**config.mk**
```make
export PLATFORM = sky130hd
export DESIGN_NAME = link_turn_handshake_core_flat
export DESIGN_NICKNAME = d
export VERILOG_FILES = /design/src/hdl/lth_pkg.sv /design/src/hdl/lth_if.sv /design/src/hdl/link_turn_handshake_core.sv /design/src/hdl/lth_ctrl.sv /design/src/hdl/lth_dpath.sv /design/src/flat_wrapper.sv
export SDC_FILE = /design/constraint.sdc
export NUM_CORES = 1
export LEC_CHECK = 0
export ABC_AREA = 1
export CAP_MARGIN = 20
export CORE_MARGIN = 3
export CORE_UTILIZATION = 30
export CTS_CLUSTER_SIZE = 10
export DETAILED_ROUTE_END_ITERATION = 10
export DONT_BUFFER_PORTS = 1
export HOLD_SLACK_MARGIN = 0.1
export PLACE_DENSITY = 0.5
export RECOVER_POWER = 100
export SETUP_SLACK_MARGIN = 0.5
export SYNTH_ARGS = -nofsm -noshare
export SYNTH_HDL_FRONTEND = slang
export SYNTH_SLANG_ARGS = --single-unit
```
**constraint.sdc**
```tcl
create_clock -name i_clk -period 10.25 [get_ports i_clk]
set_input_delay 0.5125 -clock i_clk [delete_from_list [all_inputs] [get_ports i_clk]]
set_output_delay 0.5125 -clock i_clk [all_outputs]
set_load 0.02 [all_outputs]
```
**src/hdl/lth_pkg.sv**
```systemverilog
// ----------------------------------------------------------------------------
// lth_pkg
// Types, codes and constants shared by the link turn handshake core.
// ----------------------------------------------------------------------------
package lth_pkg;

    localparam int unsigned NUM_WORDS = 8;

    typedef logic [NUM_WORDS-1:0][15:0] t_peer;
    typedef logic [NUM_WORDS-1:0][7:0]  t_rec;

    typedef logic [1:0] t_status;
    localparam t_status ST_IDLE = 2'd0;
    localparam t_status ST_WAIT = 2'd1;
    localparam t_status ST_OK   = 2'd2;
    localparam t_status ST_FAIL = 2'd3;

    typedef logic [2:0] t_stage;
    localparam t_stage STG_IDLE = 3'd0;
    localparam t_stage STG_1    = 3'd1;
    localparam t_stage STG_2    = 3'd2;
    localparam t_stage STG_3    = 3'd3;
    localparam t_stage STG_4    = 3'd4;
    localparam t_stage STG_5    = 3'd5;

    localparam logic FUNC_START = 1'b0;
    localparam logic FUNC_FRAME = 1'b1;

    typedef logic t_cfg_idx;
    localparam t_cfg_idx CFG_LINK_ENABLED = 1'b0;
    localparam t_cfg_idx CFG_MISS_LIMIT   = 1'b1;

    localparam logic [7:0] MISS_LIMIT_RST = 8'd24;
    localparam logic [7:0] MISS_MAX       = 8'd255;

    localparam logic [7:0] CH_LO_E = 8'h65;
    localparam logic [7:0] CH_LO_X = 8'h78;
    localparam logic [7:0] CH_LO_R = 8'h72;
    localparam logic [7:0] CH_LO_N = 8'h6E;
    localparam logic [7:0] CH_LO_T = 8'h74;
    localparam logic [7:0] CH_LO_U = 8'h75;
    localparam logic [7:0] CH_UP_T = 8'h54;
    localparam logic [7:0] CH_UP_U = 8'h55;
    localparam logic [7:0] CH_UP_E = 8'h45;
    localparam logic [7:0] CH_UP_X = 8'h58;
    localparam logic [7:0] CH_UP_C = 8'h43;
    localparam logic [7:0] CH_UP_R = 8'h52;
    localparam logic [7:0] CH_UP_N = 8'h4E;

    typedef enum logic [2:0] {
        S_IDLE = 3'b001,
        S_RUN  = 3'b010,
        S_OUT  = 3'b100
    } t_state;

    typedef struct packed {
        logic load;
        logic step;
    } t_cmd;

    typedef struct packed {
        logic run_needed;
        logic step_done;
    } t_sts;

endpackage

```
**src/hdl/lth_if.sv**
```systemverilog
// ----------------------------------------------------------------------------
// lth_in_if / lth_out_if
// Valid/ready channels for frame items and handshake results.
// ----------------------------------------------------------------------------
interface lth_in_if;
    logic        valid;
    logic        ready;
    logic        func;
    logic        paused;
    logic        link_ok;
    logic [15:0] peer_w0;
    logic [15:0] peer_w1;
    logic [15:0] peer_w2;
    logic [15:0] peer_w3;
    logic [15:0] peer_w4;
    logic [15:0] peer_w5;
    logic [15:0] peer_w6;
    logic [15:0] peer_w7;

    modport source (
        output valid, func, paused, link_ok,
        output peer_w0, peer_w1, peer_w2, peer_w3, peer_w4, peer_w5, peer_w6, peer_w7,
        input  ready
    );
    modport sink (
        input  valid, func, paused, link_ok,
        input  peer_w0, peer_w1, peer_w2, peer_w3, peer_w4, peer_w5, peer_w6, peer_w7,
        output ready
    );
endinterface

interface lth_out_if;
    logic       valid;
    logic       ready;
    logic [1:0] status;
    logic [2:0] stage_now;
    logic [7:0] local_w0;
    logic [7:0] local_w1;
    logic [7:0] local_w2;
    logic [7:0] local_w3;
    logic [7:0] local_w4;
    logic [7:0] local_w5;
    logic [7:0] local_w6;
    logic [7:0] local_w7;

    modport source (
        output valid, status, stage_now,
        output local_w0, local_w1, local_w2, local_w3,
        output local_w4, local_w5, local_w6, local_w7,
        input  ready
    );
    modport sink (
        input  valid, status, stage_now,
        input  local_w0, local_w1, local_w2, local_w3,
        input  local_w4, local_w5, local_w6, local_w7,
        output ready
    );
endinterface

```
**src/hdl/link_turn_handshake_core.sv**
```systemverilog
// ----------------------------------------------------------------------------
// link_turn_handshake_core
// Five-stage echo handshake that opens a linked turn.
// ----------------------------------------------------------------------------
// One result per accepted transaction. A start, a frame while idle and a
// frame without a complete transfer reach the result register in the cycle
// after acceptance. A frame with a complete transfer runs through k stage
// checks, where k is 1 to 5, before its result is set; the single shared
// stage-check unit evaluates one stage per cycle. The result is held until
// taken, and the next transaction is accepted the cycle after that.
// Configuration writes are taken at any time but belong between transactions.
module link_turn_handshake_core (
    input  logic              i_clk,
    input  logic              i_rst_n,
    input  logic              i_cfg_wr_en,
    input  lth_pkg::t_cfg_idx i_cfg_index,
    input  logic [7:0]        i_cfg_data,
    lth_in_if.sink            i_req,
    lth_out_if.source         o_rsp
);

    lth_pkg::t_cmd    w_cmd;
    lth_pkg::t_sts    w_sts;
    lth_pkg::t_peer   w_peer;
    lth_pkg::t_rec    w_rec;
    lth_pkg::t_status w_status;
    lth_pkg::t_stage  w_stage;

    assign w_peer = {i_req.peer_w7, i_req.peer_w6, i_req.peer_w5, i_req.peer_w4,
                     i_req.peer_w3, i_req.peer_w2, i_req.peer_w1, i_req.peer_w0};

    lth_ctrl u_ctrl (
        .i_clk       (i_clk),
        .i_rst_n     (i_rst_n),
        .i_in_valid  (i_req.valid),
        .o_in_ready  (i_req.ready),
        .o_out_valid (o_rsp.valid),
        .i_out_ready (o_rsp.ready),
        .o_cmd       (w_cmd),
        .i_sts       (w_sts)
    );

    lth_dpath u_dpath (
        .i_clk       (i_clk),
        .i_rst_n     (i_rst_n),
        .i_cfg_wr_en (i_cfg_wr_en),
        .i_cfg_index (i_cfg_index),
        .i_cfg_data  (i_cfg_data),
        .i_func      (i_req.func),
        .i_paused    (i_req.paused),
        .i_link_ok   (i_req.link_ok),
        .i_peer      (w_peer),
        .i_cmd       (w_cmd),
        .o_sts       (w_sts),
        .o_status    (w_status),
        .o_stage     (w_stage),
        .o_rec       (w_rec)
    );

    assign o_rsp.status    = w_status;
    assign o_rsp.stage_now = w_stage;
    assign o_rsp.local_w0  = w_rec[0];
    assign o_rsp.local_w1  = w_rec[1];
    assign o_rsp.local_w2  = w_rec[2];
    assign o_rsp.local_w3  = w_rec[3];
    assign o_rsp.local_w4  = w_rec[4];
    assign o_rsp.local_w5  = w_rec[5];
    assign o_rsp.local_w6  = w_rec[6];
    assign o_rsp.local_w7  = w_rec[7];

endmodule

```
**src/hdl/lth_ctrl.sv**
```systemverilog
// ----------------------------------------------------------------------------
// lth_ctrl
// Sequencer: accepts a transaction, steps the stage checks, presents the result.
// ----------------------------------------------------------------------------
module lth_ctrl (
    input  logic          i_clk,
    input  logic          i_rst_n,
    input  logic          i_in_valid,
    output logic          o_in_ready,
    output logic          o_out_valid,
    input  logic          i_out_ready,
    output lth_pkg::t_cmd o_cmd,
    input  lth_pkg::t_sts i_sts
);

    lth_pkg::t_state r_state;
    lth_pkg::t_state n_state;

    always_comb begin
        n_state     = r_state;
        o_in_ready  = 1'b0;
        o_out_valid = 1'b0;
        o_cmd       = '0;
        case (r_state)
            lth_pkg::S_IDLE: begin
                o_in_ready = 1'b1;
                if (i_in_valid) begin
                    o_cmd.load = 1'b1;
                    n_state    = i_sts.run_needed ? lth_pkg::S_RUN : lth_pkg::S_OUT;
                end
            end
            lth_pkg::S_RUN: begin
                o_cmd.step = 1'b1;
                if (i_sts.step_done) begin
                    n_state = lth_pkg::S_OUT;
                end
            end
            lth_pkg::S_OUT: begin
                o_out_valid = 1'b1;
                if (i_out_ready) begin
                    n_state = lth_pkg::S_IDLE;
                end
            end
            default: begin
                n_state = lth_pkg::S_IDLE;
            end
        endcase
    end

    always_ff @(posedge i_clk) begin
        if (!i_rst_n) begin
            r_state <= lth_pkg::S_IDLE;
        end else begin
            r_state <= n_state;
        end
    end

endmodule

```
**src/hdl/lth_dpath.sv**
```systemverilog
// ----------------------------------------------------------------------------
// lth_dpath
// Local record, stage, miss counter, configuration and one stage check a cycle.
// ----------------------------------------------------------------------------
module lth_dpath (
    input  logic              i_clk,
    input  logic              i_rst_n,
    input  logic              i_cfg_wr_en,
    input  lth_pkg::t_cfg_idx i_cfg_index,
    input  logic [7:0]        i_cfg_data,
    input  logic              i_func,
    input  logic              i_paused,
    input  logic              i_link_ok,
    input  lth_pkg::t_peer    i_peer,
    input  lth_pkg::t_cmd     i_cmd,
    output lth_pkg::t_sts     o_sts,
    output lth_pkg::t_status  o_status,
    output lth_pkg::t_stage   o_stage,
    output lth_pkg::t_rec     o_rec
);

    logic              r_link_en;
    logic [7:0]        r_miss_limit;
    lth_pkg::t_rec     r_rec;
    lth_pkg::t_rec     n_rec;
    lth_pkg::t_stage   r_stage;
    lth_pkg::t_stage   n_stage;
    logic [7:0]        r_miss;
    logic [7:0]        n_miss;
    lth_pkg::t_status  r_status;
    lth_pkg::t_status  n_status;
    lth_pkg::t_peer    r_peer;

    logic [lth_pkg::NUM_WORDS-1:0] w_same;
    logic [7:0]                    w_miss_inc;
    logic                          w_step_done;

    always_comb begin
        for (int i = 0; i < lth_pkg::NUM_WORDS; i++) begin
            w_same[i] = ({8'd0, r_rec[i]} == r_peer[i]);
        end
    end

    assign w_miss_inc = (r_miss == lth_pkg::MISS_MAX) ? r_miss : r_miss + 8'd1;

    assign o_sts.run_needed = (i_func == lth_pkg::FUNC_FRAME) && i_link_ok
                              && (r_stage != lth_pkg::STG_IDLE);
    assign o_sts.step_done  = w_step_done;

    always_comb begin
        n_rec       = r_rec;
        n_stage     = r_stage;
        n_miss      = r_miss;
        n_status    = r_status;
        w_step_done = 1'b1;
        if (i_cmd.load) begin
            if (i_func == lth_pkg::FUNC_START) begin
                n_miss  = '0;
                n_stage = lth_pkg::STG_IDLE;
                if (!r_link_en) begin
                    n_status = lth_pkg::ST_OK;
                end else if (i_paused) begin
                    n_status = lth_pkg::ST_FAIL;
                end else begin
                    n_rec[0] = lth_pkg::CH_LO_E;
                    n_rec[1] = lth_pkg::CH_LO_X;
                    n_rec[4] = lth_pkg::CH_UP_T;
                    n_rec[5] = lth_pkg::CH_UP_U;
                    n_stage  = lth_pkg::STG_1;
                    n_status = lth_pkg::ST_WAIT;
                end
            end else if (r_stage == lth_pkg::STG_IDLE) begin
                n_status = lth_pkg::ST_IDLE;
            end else if (!i_link_ok) begin
                n_miss = w_miss_inc;
                if (w_miss_inc > r_miss_limit) begin
                    n_status = lth_pkg::ST_FAIL;
                    n_stage  = lth_pkg::STG_IDLE;
                end else begin
                    n_status = lth_pkg::ST_WAIT;
                end
            end else begin
                n_miss   = '0;
                n_status = lth_pkg::ST_WAIT;
            end
        end else if (i_cmd.step) begin
            case (r_stage)
                lth_pkg::STG_1: begin
                    if (!(w_same[2] && w_same[3])) begin
                        n_status = lth_pkg::ST_FAIL;
                    end else if (!(w_same[0] && w_same[1] && w_same[4] && w_same[5])) begin
                        n_status = lth_pkg::ST_WAIT;
                    end else begin
                        n_rec[6]    = lth_pkg::CH_LO_R;
                        n_rec[7]    = lth_pkg::CH_LO_N;
                        n_stage     = lth_pkg::STG_2;
                        w_step_done = 1'b0;
                    end
                end
                lth_pkg::STG_2: begin
                    if (!(w_same[4] && w_same[5])) begin
                        n_status = lth_pkg::ST_FAIL;
                    end else if (!(w_same[6] && w_same[7])) begin
                        n_status = lth_pkg::ST_WAIT;
                    end else begin
                        n_rec[0]    = lth_pkg::CH_UP_E;
                        n_rec[1]    = lth_pkg::CH_UP_X;
                        n_rec[2]    = lth_pkg::CH_UP_E;
                        n_rec[3]    = lth_pkg::CH_UP_C;
                        n_stage     = lth_pkg::STG_3;
                        w_step_done = 1'b0;
                    end
                end
                lth_pkg::STG_3: begin
                    if (!(w_same[6] && w_same[7])) begin
                        n_status = lth_pkg::ST_FAIL;
                    end else if (!(w_same[0] && w_same[1] && w_same[2] && w_same[3])) begin
                        n_status = lth_pkg::ST_WAIT;
                    end else begin
                        n_rec[4]    = lth_pkg::CH_LO_T;
                        n_rec[5]    = lth_pkg::CH_LO_U;
                        n_stage     = lth_pkg::STG_4;
                        w_step_done = 1'b0;
                    end
                end
                lth_pkg::STG_4: begin
                    if (!(w_same[0] && w_same[1] && w_same[2] && w_same[3])) begin
                        n_status = lth_pkg::ST_FAIL;
                    end else if (!(w_same[4] && w_same[5])) begin
                        n_status = lth_pkg::ST_WAIT;
                    end else begin
                        n_rec[6]    = lth_pkg::CH_UP_R;
                        n_rec[7]    = lth_pkg::CH_UP_N;
                        n_stage     = lth_pkg::STG_5;
                        w_step_done = 1'b0;
                    end
                end
                lth_pkg::STG_5: begin
                    if ((r_peer[6] == {8'd0, lth_pkg::CH_LO_R})
                        && (r_peer[7] == {8'd0, lth_pkg::CH_LO_N})) begin
                        n_status = lth_pkg::ST_WAIT;
                    end else begin
                        n_status = lth_pkg::ST_OK;
                    end
                end
                default: begin
                    n_status = lth_pkg::ST_IDLE;
                end
            endcase
            if (w_step_done && (n_status != lth_pkg::ST_WAIT)) begin
                n_stage = lth_pkg::STG_IDLE;
            end
        end
    end

    always_ff @(posedge i_clk) begin
        if (!i_rst_n) begin
            r_link_en    <= 1'b0;
            r_miss_limit <= lth_pkg::MISS_LIMIT_RST;
            r_rec        <= '0;
            r_stage      <= lth_pkg::STG_IDLE;
            r_miss       <= '0;
        end else begin
            if (i_cfg_wr_en) begin
                case (i_cfg_index)
                    lth_pkg::CFG_LINK_ENABLED: r_link_en    <= i_cfg_data[0];
                    lth_pkg::CFG_MISS_LIMIT:   r_miss_limit <= i_cfg_data;
                    default:                   r_link_en    <= r_link_en;
                endcase
            end
            r_rec   <= n_rec;
            r_stage <= n_stage;
            r_miss  <= n_miss;
        end
    end

    always_ff @(posedge i_clk) begin
        r_status <= n_status;
        if (i_cmd.load) begin
            r_peer <= i_peer;
        end
    end

    assign o_status = r_status;
    assign o_stage  = r_stage;
    assign o_rec    = r_rec;

endmodule

```
**src/flat_wrapper.sv**
```systemverilog
// flat-port wrapper written by rule: the top's interface ports become plain ports
module link_turn_handshake_core_flat 
  (i_clk, i_rst_n, i_cfg_wr_en, i_cfg_index, i_cfg_data, i_req_valid, i_req_func, i_req_paused, i_req_link_ok, i_req_peer_w0, i_req_peer_w1, i_req_peer_w2, i_req_peer_w3, i_req_peer_w4, i_req_peer_w5, i_req_peer_w6, i_req_peer_w7, i_req_ready, o_rsp_valid, o_rsp_status, o_rsp_stage_now, o_rsp_local_w0, o_rsp_local_w1, o_rsp_local_w2, o_rsp_local_w3, o_rsp_local_w4, o_rsp_local_w5, o_rsp_local_w6, o_rsp_local_w7, o_rsp_ready);
  lth_in_if i_req_i ();
  lth_out_if o_rsp_i ();
  input  logic i_clk;
  input  logic i_rst_n;
  input  logic i_cfg_wr_en;
  input  lth_pkg::t_cfg_idx i_cfg_index;
  input  logic [7:0] i_cfg_data;
  input wire logic [$bits(i_req_i.valid)-1:0] i_req_valid;
  input wire logic [$bits(i_req_i.func)-1:0] i_req_func;
  input wire logic [$bits(i_req_i.paused)-1:0] i_req_paused;
  input wire logic [$bits(i_req_i.link_ok)-1:0] i_req_link_ok;
  input wire logic [$bits(i_req_i.peer_w0)-1:0] i_req_peer_w0;
  input wire logic [$bits(i_req_i.peer_w1)-1:0] i_req_peer_w1;
  input wire logic [$bits(i_req_i.peer_w2)-1:0] i_req_peer_w2;
  input wire logic [$bits(i_req_i.peer_w3)-1:0] i_req_peer_w3;
  input wire logic [$bits(i_req_i.peer_w4)-1:0] i_req_peer_w4;
  input wire logic [$bits(i_req_i.peer_w5)-1:0] i_req_peer_w5;
  input wire logic [$bits(i_req_i.peer_w6)-1:0] i_req_peer_w6;
  input wire logic [$bits(i_req_i.peer_w7)-1:0] i_req_peer_w7;
  output wire logic [$bits(i_req_i.ready)-1:0] i_req_ready;
  output wire logic [$bits(o_rsp_i.valid)-1:0] o_rsp_valid;
  output wire logic [$bits(o_rsp_i.status)-1:0] o_rsp_status;
  output wire logic [$bits(o_rsp_i.stage_now)-1:0] o_rsp_stage_now;
  output wire logic [$bits(o_rsp_i.local_w0)-1:0] o_rsp_local_w0;
  output wire logic [$bits(o_rsp_i.local_w1)-1:0] o_rsp_local_w1;
  output wire logic [$bits(o_rsp_i.local_w2)-1:0] o_rsp_local_w2;
  output wire logic [$bits(o_rsp_i.local_w3)-1:0] o_rsp_local_w3;
  output wire logic [$bits(o_rsp_i.local_w4)-1:0] o_rsp_local_w4;
  output wire logic [$bits(o_rsp_i.local_w5)-1:0] o_rsp_local_w5;
  output wire logic [$bits(o_rsp_i.local_w6)-1:0] o_rsp_local_w6;
  output wire logic [$bits(o_rsp_i.local_w7)-1:0] o_rsp_local_w7;
  input wire logic [$bits(o_rsp_i.ready)-1:0] o_rsp_ready;
  assign i_req_i.valid = i_req_valid;
  assign i_req_i.func = i_req_func;
  assign i_req_i.paused = i_req_paused;
  assign i_req_i.link_ok = i_req_link_ok;
  assign i_req_i.peer_w0 = i_req_peer_w0;
  assign i_req_i.peer_w1 = i_req_peer_w1;
  assign i_req_i.peer_w2 = i_req_peer_w2;
  assign i_req_i.peer_w3 = i_req_peer_w3;
  assign i_req_i.peer_w4 = i_req_peer_w4;
  assign i_req_i.peer_w5 = i_req_peer_w5;
  assign i_req_i.peer_w6 = i_req_peer_w6;
  assign i_req_i.peer_w7 = i_req_peer_w7;
  assign i_req_ready = i_req_i.ready;
  assign o_rsp_valid = o_rsp_i.valid;
  assign o_rsp_status = o_rsp_i.status;
  assign o_rsp_stage_now = o_rsp_i.stage_now;
  assign o_rsp_local_w0 = o_rsp_i.local_w0;
  assign o_rsp_local_w1 = o_rsp_i.local_w1;
  assign o_rsp_local_w2 = o_rsp_i.local_w2;
  assign o_rsp_local_w3 = o_rsp_i.local_w3;
  assign o_rsp_local_w4 = o_rsp_i.local_w4;
  assign o_rsp_local_w5 = o_rsp_i.local_w5;
  assign o_rsp_local_w6 = o_rsp_i.local_w6;
  assign o_rsp_local_w7 = o_rsp_i.local_w7;
  assign o_rsp_i.ready = o_rsp_ready;
  link_turn_handshake_core u_core (.i_clk(i_clk), .i_rst_n(i_rst_n), .i_cfg_wr_en(i_cfg_wr_en), .i_cfg_index(i_cfg_index), .i_cfg_data(i_cfg_data), .i_req(i_req_i), .o_rsp(o_rsp_i));
endmodule
```
## Word-level counts from Yosys, hierarchy flattened

Cells that the tools add are included.

| cells by class | value |
|---|---|
| magnitude comparators | 1 |
| reductions and logical operators | 31 |
| equality and inequality tests | 42 |
| $add $sub $neg | 1 |
| muxes and demuxes | 85 |
| bitwise gates (word level) | 2 |

Operators with widths:

| operator | count |
|---|---|
| $mux 16 | 15 |
| $eq 8x16->1 | 6 |
| $mux 31 | 3 |
| $mux 3 | 19 |
| $mux 48 | 1 |
| $mux 2 | 19 |
| $eq 16x7->1 const B | 2 |
| $eq 7x16->1 | 2 |
| $mux 8 | 4 |
| $ne 4x3->1 const B | 8 |
| $pmux 16 s2 | 1 |
| $ne 2x2->1 const B | 11 |
| $reduce_and 7->1 | 3 |
| $mux 1 | 19 |
| $reduce_bool 2->1 | 7 |
| $reduce_and 13->1 | 1 |
| $logic_and 1x1->1 | 12 |
| $pmux 3 s4 | 1 |
| $pmux 2 s5 | 1 |
| $eq 3x2->1 const B | 3 |
| $eq 3x3->1 const B | 3 |
| $ne 3x3->1 const B | 3 |
| $pmux 3 s3 | 1 |
| $add 8x1->8 const B | 1 |
| 12 further kinds | 16 |

| word-level totals | value |
|---|---|
| output and inout port bits | 71 |
| register bits | 202 |
| bits of input ports | 145 |
| logic and storage cells | 183 |

## Logic depth before layout (Yosys ltp)

| logic depth | value |
|---|---|
| depth after elaboration | 14 |
| mapped depth | 21 |
| mapped depth without buffers | 21 |

## Cells and area by module

Synthesis repeated with hierarchy kept, for this count alone.

| second synthesis, totals | value |
|---|---|
| cell total of the unflattened synthesis | 693 |
| area total of the unflattened synthesis | 7,121.8 um^2 |

Modules (own cells, without submodules):

| module | sequential area each (um^2) | times used | area an instance (um^2) | cells each |
|---|---|---|---|---|
| lth_dpath | 4,444.3 | 1 | 6,922.9 | 660 |
| lth_ctrl | 60.1 | 1 | 198.9 | 33 |

## Least setup slack after synthesis

Ideal clock, no wire load.

| timing | value |
|---|---|
| path type | reg2reg |
| from | register u_core.u_ctrl.r_state[0] |
| to | register u_core.u_dpath.r_miss[0] |
| stages on the path, launching flop included | 10 |
| slack | 4,557 ps |
| path buffers | 0 |
| setup time | 128 ps |
| period minus slack after synthesis | 5,693 ps |
| data required time | 10,122 ps |
| data arrival time | 5,566 ps |
| cell sequence | dfxtp_1 > inv_2 > nor3_4 > inv_2 > nor2_2 > inv_1 > a21oi_1 > inv_1 > a22oi_1 > nor2_1 |

RTL lines:

| item | line | text |
|---|---|---|
| start: declaration | lth_ctrl.sv:16 | `lth_pkg::t_state r_state;` |
| start signal: assignment | lth_ctrl.sv:52 | `r_state <= lth_pkg::S_IDLE;` |
| start signal: assignment | lth_ctrl.sv:54 | `r_state <= n_state;` |
| end signal: assignment | lth_dpath.sv:173 | `r_miss <= n_miss;` |
| end: declaration | lth_dpath.sv:28 | `logic [7:0] r_miss;` |

==> impl_metrics.ini <==
[clocking]
cts_buffers = 17
tritoncts = built
cts-root-buf = clkbuf_16
postCtsSetupBuffers = 0
cts-resized-gates = 0
cts_hold_buf = 0
cts_max_level = 4
cts_sinks = 160
path_clk_slew_ns = 0.07
clockBufferDepth = 2
worstSkewPairLatency_ns = 0.43

[synthesis]
synth-edff-count = 130
ys_seq_area_frac = 0.6469
synth_flop_cell = edfxtp_1
synth_top_area_cell = edfxtp_1
synth_top_cell_area_share = 0.5606
synthTopCellsByArea = edfxtp_1 (56%), dfxtp_1 (8.6%), nand2_1 (6.4%), nor2_1 (6.3%), buf_4 (6.1%)
ys_warn_count = 0
syn_avg_cell_area_um2 = 10.65
synth_seq_cells = 160
synth_cells = 654
synth_area_um2 = 6963
async_flop_share = 0
yosysUniqueCellTypes = 37

[critical_path]
crit_type = reg2reg
critPathArrivalTime_ns = 5.98
critPathMaxFanout = 62
critPathRequiredTime_ns = 10.55
end_kind = flop
start_kind = flop

[finish]
drive_gt1_frac = 0.07891
area_delta_synth_final_pct = 8.536
diodes = 0
n_fill_cell = 2294
fin_util = 0.3328
final_nets = 800
final_cell_mix = edfxtp_1 (130), nor2_1 (119), nand2_1 (118), inv_1 (57), conb_1 (32)
layout_commonest_cell = edfxtp_1

[timing]
period_minus_slack_ns = 5.679
rsz0062_at_grt = false
fin_worst_skew_ns = 0.01204
hold_ws_ns = 0.1754
worst_slew_pin_slew_ns = 3.888
finalCritPeriodShare = 0.5541
tns_ns = 0
finalHoldViolCount = 0
slew_headroom = -1.592
maxSlewViolCount = 144
setup_violations = 0
fmax_ghz = 0.1761

[place]
place.gp.congestion = 0.7970
io_buffers = 0
dp_hpwl_um = 10150

[drt]
drtPass1Iterations = 4
drtIter0Drc = 178
vias_per_cell = 4.298
wirelength_um = 13670
ant_nets = 0
num_vias = 4057
drc = 0
wl_per_cell_um = 14.48

[floorplanning]
start_util = 0.3066
chipWidth_um = 158.3
die_h_um = 158.3
dieArea_um2 = 25070
core_area_um2 = 22710
boundaryPins = 216
rows = 55

[global_route]
grt_start_max_net_pins = 73
grt.overflow.total = 0
grt_pass1_vias = 3766
grtUsageTotal = 0.1117
grt_pass1_wl_um = 20670
grt_antenna_before_repair = 1

[flow_run]
cap_violations = 4

[power]
max-vdd-ir-drop_mv = 0.09837
p_per_area_nw_per_um2 = 260.4
power_leakage_nw = 2.790

[hold_path]
hp-class = in2reg

[run_status]
status = finished with violations
violations = max-capacitance violations, max-slew violations
synth_stat cells (2+ instances only):
library cell and count:
xnor2_1 3, nor3_1 7, nand2_4 2, ha_1 9, a22oi_1 2, nand2_2 6, nor2_1 116, nand3_1 25
clkbuf_1 3, nor2_4 3, a21oi_1 31, nand3_2 2, nand4_1 6, buf_4 57, clkinv_1 2, o211ai_1 3
nor2_2 7, edfxtp_1 130, nand2_1 118, inv_2 6, o21ai_0 14, inv_1 57, a211oi_1 2, dfxtp_1 30
per-stage QoR:
stage	total power, W	std cells	setup WS, ns	cell area [µm²]
after floorplan	0.001282	685	4.557	7079
after global placement	0.001341	912	7.178	7014
after detailed placement	0.001347	912	7.108	7014
after CTS	0.001998	944	7.082	7606
after global routing	0.002096	944	3.616	7557
final	0.001968	944	4.571	7557
sequential cells by signal, summed over array words and instances (netlist names):
signal,flops
u_core.u_dpath.o_stage,3
u_core.u_dpath.r_miss_limit,8
u_core.u_dpath.r_peer,128
u_core.u_dpath.o_rec,7
u_core.u_dpath.r_link_en,1
u_core.u_dpath.o_status,2
u_core.u_dpath.r_miss,8
u_core.u_ctrl.r_state,3
metal layers:
metal,global-route usage,part of all wire,vias up
li1,-,-,2076
met1,0.1268,0.41,1810
met2,0.1796,0.48,152
met3,0.06197,0.10,17
met4,0.03646,0.013,2
met5,0,0.00095,-
worst paths after layout:
kind	start	to	slack, ns	cells after the start
max reg2reg	u_core.u_ctrl.r_state[0]	u_core.u_dpath.r_miss[0]	4.57	10
min reg2reg	u_core.u_dpath.r_miss_limit[5]	u_core.u_dpath.r_miss_limit[5]	0.48	2
min	i_req_peer_w6[10]	u_core.u_dpath.r_peer[106]	0.18	0
max	u_core.u_ctrl.r_state[0]	u_core.u_dpath.r_miss[0]	4.57	10
layout make-up:
| class | count | area, µm² | share of cell area |
|---|---|---|---|
| clock buffers | 17 | 425.4 | 0.05629 |
| clock inverters | 15 | 166.4 | 0.02202 |
| inverters | 65 | 244.0 | 0.03228 |
| multi-input cells | 399 | 1849 | 0.2447 |
| flip-flops and latches | 160 | 4504 | 0.5960 |
| well taps | 285 | 356.6 | 0.04719 |
| repair buffers | 3 | 11.26 | 0.001490 |
where the power goes:
part           internal [W]  total [W]  leakage [nW]  switching (W)
clock network      0.000347   0.000634         0.288       0.000287
logic             0.0000869   0.000337          1.03       0.000250
registers          0.000924   0.000996          1.47      0.0000716
worst max-delay path: stages, from the launching register on:
cell      delay, ns
dfxtp_1        0.35
clkinv_1       0.07
nor3_1         0.91
clkinv_1       0.34
nor2_4         0.16
clkbuf_1       2.21
inv_1          0.63
a21oi_1        0.40
inv_1          0.20
a22oi_1        0.22
nor2_1         0.05
cell families (layout without fill, tap and decap cells):
logic type	Yosys count	in the layout	synth area share
flops	160	160	0.6469
fa+ha+maj	9	9	0.01617
other cells	1	32	0.0005386
xor+xnor	4	4	0.005032
simple gates	294	294	0.1826
buf+inv	126	100	0.1001
compound gates	60	60	0.04870
(Power assumes the default switching activity.)
